===== config.mk =====
export PLATFORM = sky130hd
export DESIGN_NAME = srrip_ctrl
export DESIGN_NICKNAME = d
export VERILOG_FILES = /design/src/rtl/core/srrip_pkg.sv /design/src/rtl/core/srrip_ctrl.sv
export SDC_FILE = /design/constraint.sdc
export NUM_CORES = 1
export LEC_CHECK = 0
export ABC_CLOCK_PERIOD_IN_PS = 3000
export BUFFER_PORTS_ARGS = -buffer_cell sky130_fd_sc_hd__clkbuf_2
export CAP_MARGIN = 5
export CORE_AREA = 2 2 39 41
export DETAILED_ROUTE_END_ITERATION = 16
export DIE_AREA = 0 0 41 43
export HOLD_SLACK_MARGIN = 0.15
export PLACE_DENSITY_LB_ADDON = 0.3
export SLEW_MARGIN = 10
export SYNTH_ARGS = -nofsm -noshare
export SYNTH_HDL_FRONTEND = slang
export SYNTH_SLANG_ARGS = --single-unit

===== constraint.sdc =====
create_clock -name clk -period 3 [get_ports clk]
set_input_delay 0.3 -clock clk [delete_from_list [all_inputs] [get_ports clk]]
set_output_delay 0.3 -clock clk [all_outputs]
set_load 0.05 [all_outputs]

===== src/rtl/core/srrip_pkg.sv =====
`timescale 1ns / 1ps
package srrip_pkg;
    localparam int RRPV_W = 2;
    localparam logic [RRPV_W-1:0] RRPV_TOP = 2'd3;
    localparam logic [1:0] CTR_TOP = 2'd3;
    localparam logic [1:0] CODE_NONE = 2'd0;
    localparam logic [1:0] CODE_POS = 2'd1;
    localparam logic [1:0] CODE_NEG = 2'd2;
    localparam logic [0:0] OP_VICTIM = 1'b0;
    localparam logic [0:0] OP_ACCESS = 1'b1;

    typedef enum logic [1:0] {
        KIND_FOLLOW = 2'd0,
        KIND_LIP    = 2'd1,
        KIND_DRRIP  = 2'd2
    } leader_kind_t;

    // controller -> datapath
    typedef struct packed {
        logic clear;      // clearing pass step
        logic capture;    // latch input item
        logic execute;    // memories have been read, compute and write back
        logic train;      // age out the replaced way's old signature
    } dp_cmd_t;

    // datapath -> controller
    typedef struct packed {
        logic clear_done;
    } dp_stat_t;
endpackage


===== src/rtl/core/srrip_ctrl.sv =====
`timescale 1ns / 1ps
module srrip_ctrl (
    input  logic                clk,
    input  logic                rst_n,
    input  logic                in_valid,
    output logic                in_stall,
    output logic                out_valid,
    input  logic                out_stall,
    output srrip_pkg::dp_cmd_t  cmd,
    input  srrip_pkg::dp_stat_t stat
);
    import srrip_pkg::*;

    typedef enum logic [1:0] {
        S_CLEAR,
        S_IDLE,
        S_EXEC,
        S_TRAIN
    } state_t;

    state_t state_reg, state_next;
    logic   out_valid_reg, out_valid_next;
    logic   accept;

    // new item only when idle and the result register is free or draining this cycle
    assign in_stall = (state_reg != S_IDLE) || (out_valid_reg && out_stall);
    assign accept = in_valid && !in_stall;
    assign out_valid = out_valid_reg;

    always_comb
    begin
        cmd.clear = (state_reg == S_CLEAR);
        cmd.capture = accept;
        cmd.execute = (state_reg == S_EXEC);
        cmd.train = (state_reg == S_TRAIN);
        state_next = state_reg;
        out_valid_next = out_valid_reg && out_stall;
        case (state_reg)
            S_CLEAR: if (stat.clear_done) state_next = S_IDLE;
            S_IDLE:  if (accept) state_next = S_EXEC;
            S_EXEC:
            begin
                state_next = S_TRAIN;
                out_valid_next = 1'b1;
            end
            S_TRAIN: state_next = S_IDLE;
            default: state_next = S_IDLE;
        endcase
    end

    always_ff @(posedge clk or negedge rst_n)
    begin
        if (!rst_n)
        begin
            state_reg <= S_CLEAR;
            out_valid_reg <= 1'b0;
        end
        else
        begin
            state_reg <= state_next;
            out_valid_reg <= out_valid_next;
        end
    end
endmodule


==> qor.txt <==
Slew @ Worst Pin: 0.281 ns
Total GRT Usage: 6.53%
PortBufs: 10
Outcome: finished, final reports clean
Area Overhead vs Synth: 46.7%
Unrepaired setup endpoints after global routing: no
Hold Crit Start: out_stall
TNS Setup: 0 ns
Relative max-transition margin: 81.4%
Htree depth: 1
Clock Latency Late Sink: 0.23 ns
Worst reg2reg endpoint: state_reg[1]$_DFFE_PN0P_
Crit. End Element: output port
Setup Skew: 0.00319 ns
GP Congestion: 0.705
Ant. Diodes: 0
Fin. Hold Viols: 0
Worst Hold End: out_valid$_DFF_PN0_
WHS Path Cells: 3
CTS clk-pin slew, worst paths: 0.04 ns
Final wirelength: 524 µm
GRT Max-Usage Layer: met2
Met1 Usage GRT: 7.42%
Post-Place Cells: 45
Synth top area share: 35.5%
Final setup fails: 0
Vias/cell: 3.74
Commonest non-fill, non-tap cell in the layout: clkbuf_2
Final Cycle Share: 57.0%
TritonCTS Sinks: 3
Max reg flops: 2
Synth Instances: 20
Remaining Overflow, GRT: 0
CTS max path bufs: 2
Drc violations: 0
Syn nets: 29
Max_cap viols: 0
Multi-input gate area: 121 µm²
Root buffer cell: clkbuf_4
Antenna-violating nets left: 0
Critical path required time: 2.70 ns
Distinct cell type count of the synthesized netlist: 12
Post-synthesis sequential area ratio: 35.5%
Initial Util: 15.3%
Initial antenna violation count: 0
Reg2reg start: state_reg[0]$_DFFE_PN0P_
Commonest non-fill, non-tap cells in the layout: clkbuf_2 (10), ha_1 (4), clkbuf_4 (3), dfrtp_1 (3)
FILL cells: 144
Largest net degree at the start of global routing: 5
Area leader, netlist: dfrtp_1
CP Class: reg2out
Detail Placement HPWL: 434 µm
FP Rows: 14
Met3 usage: 1.05%
Post-layout min period: 1.71 ns
Synth area leaders: dfrtp_1 (36%), ha_1 (24%), mux2_4 (7.1%)
Yosys reg bits: 3
TritonRoute pass-1 iters: 4
DR WL/cell: 10.5 µm
Layout cells sized above 1: 47.1%
M2 GR Usage: 8.75%
Resized cells post-CTS: 0
Fin cells: 50
Average instance area after synthesis: 10.6 µm²
Chip Width: 41 µm
Global-route wire length before repair: 752 µm
Total CTS buffers: 3
Core footprint: 0.00138 mm²
Initial DRC count: 1
Synthesized cell area: 211 µm²
Io pins: 11
Hold_buf cts: 1
Util after Layout: 22.4%
R2R Setup Slk: 1.58 ns
CTS tree: yes
Postcts setup bufs: 0
Final Max Tran Viols: 0
Reg2reg path depth: 5
DIE HEIGHT: 43 µm
Vias in the first global route: 202
Worst path arrival time: 1.41 ns
Setup crit start kind: register
Total die area: 0.00176 mm²
Nets: 44
Synth warnings: 0
Critical path fanouts, max: 4
HP Class: in2reg
Fmax: 585 MHz
DR vias: 187
Reg area: 75.1 µm²
metal layers:
metal  part of all wire (%)  up-vias  wire [µm]
li1                       -       91          -
met1                     44       85        228
met2                     43       11        226
met3                     13        0         69
met4                      0        0          0
met5                      0        -          0
cell families (layout without fill, tap and decap cells):
family | Yosys count | in the layout | share of synthesized area (%)
mux | 1 | 1 | 7.10
flops | 3 | 3 | 35.5
buf+inv | 3 | 17 | 7.10
compound gates | 4 | 4 | 13.6
fa+ha+maj | 4 | 4 | 23.7
simple gates | 5 | 5 | 13.0
worst max path at each step:
| stage | start | to | slack, ns | cells past startpoint |
|---|---|---|---|---|
| 6_report | state_reg[1]$_DFFE_PN0P_ | cmd[2] | 1.29 | 4 |
| 5_1_grt | state_reg[1]$_DFFE_PN0P_ | cmd[2] | 1.21 | 4 |
| 3_5_place_dp | state_reg[1]$_DFFE_PN0P_ | cmd[2] | 1.54 | 4 |
| 3_3_place_gp | state_reg[1]$_DFFE_PN0P_ | cmd[2] | 1.58 | 4 |
| 4_1_cts | state_reg[1]$_DFFE_PN0P_ | cmd[2] | 1.27 | 4 |
| 2_1_floorplan | state_reg[0]$_DFFE_PN0P_ | state_reg[1]$_DFFE_PN0P_ | 1.35 | 5 |
stage by stage:
step                area (µm²)  hold slack [ns]  setup slack [ns]
floorplan                  211          0.00441              1.35
global placement           274            0.102              1.58
detailed placement         274           0.0993              1.54
CTS                        310            0.351              1.27
global route               310            0.368              1.21
finish                     310            0.357              1.29
worst max-delay path, stage by stage (launching register included):
cell and delay (ns):
dfrtp_1 0.41, inv_1 0.10, ha_1 0.22, and3_2 0.19, clkbuf_2 0.26
synth_stat cells:
library cell and number:
dfrtp_1 3, a21oi_2 1, nand2b_1 1, mux2_4 1, inv_1 2, buf_4 1, and3_2 1, nor2b_1 1
nand2_1 2, o21ai_0 2, ha_1 4, a21bo_1 1
cell type report:
class / count / area share [%]
timing repair buffer: 11 / 19.4
multi-input combinational: 14 / 39.1
inverter: 2 / 2.42
clock buffer: 4 / 8.47
tap: 16 / 6.45
sequential: 3 / 24.2
Power is not shown: default switching activity piles up to over one toggle a cycle in this logic, so the estimate is an artifact.
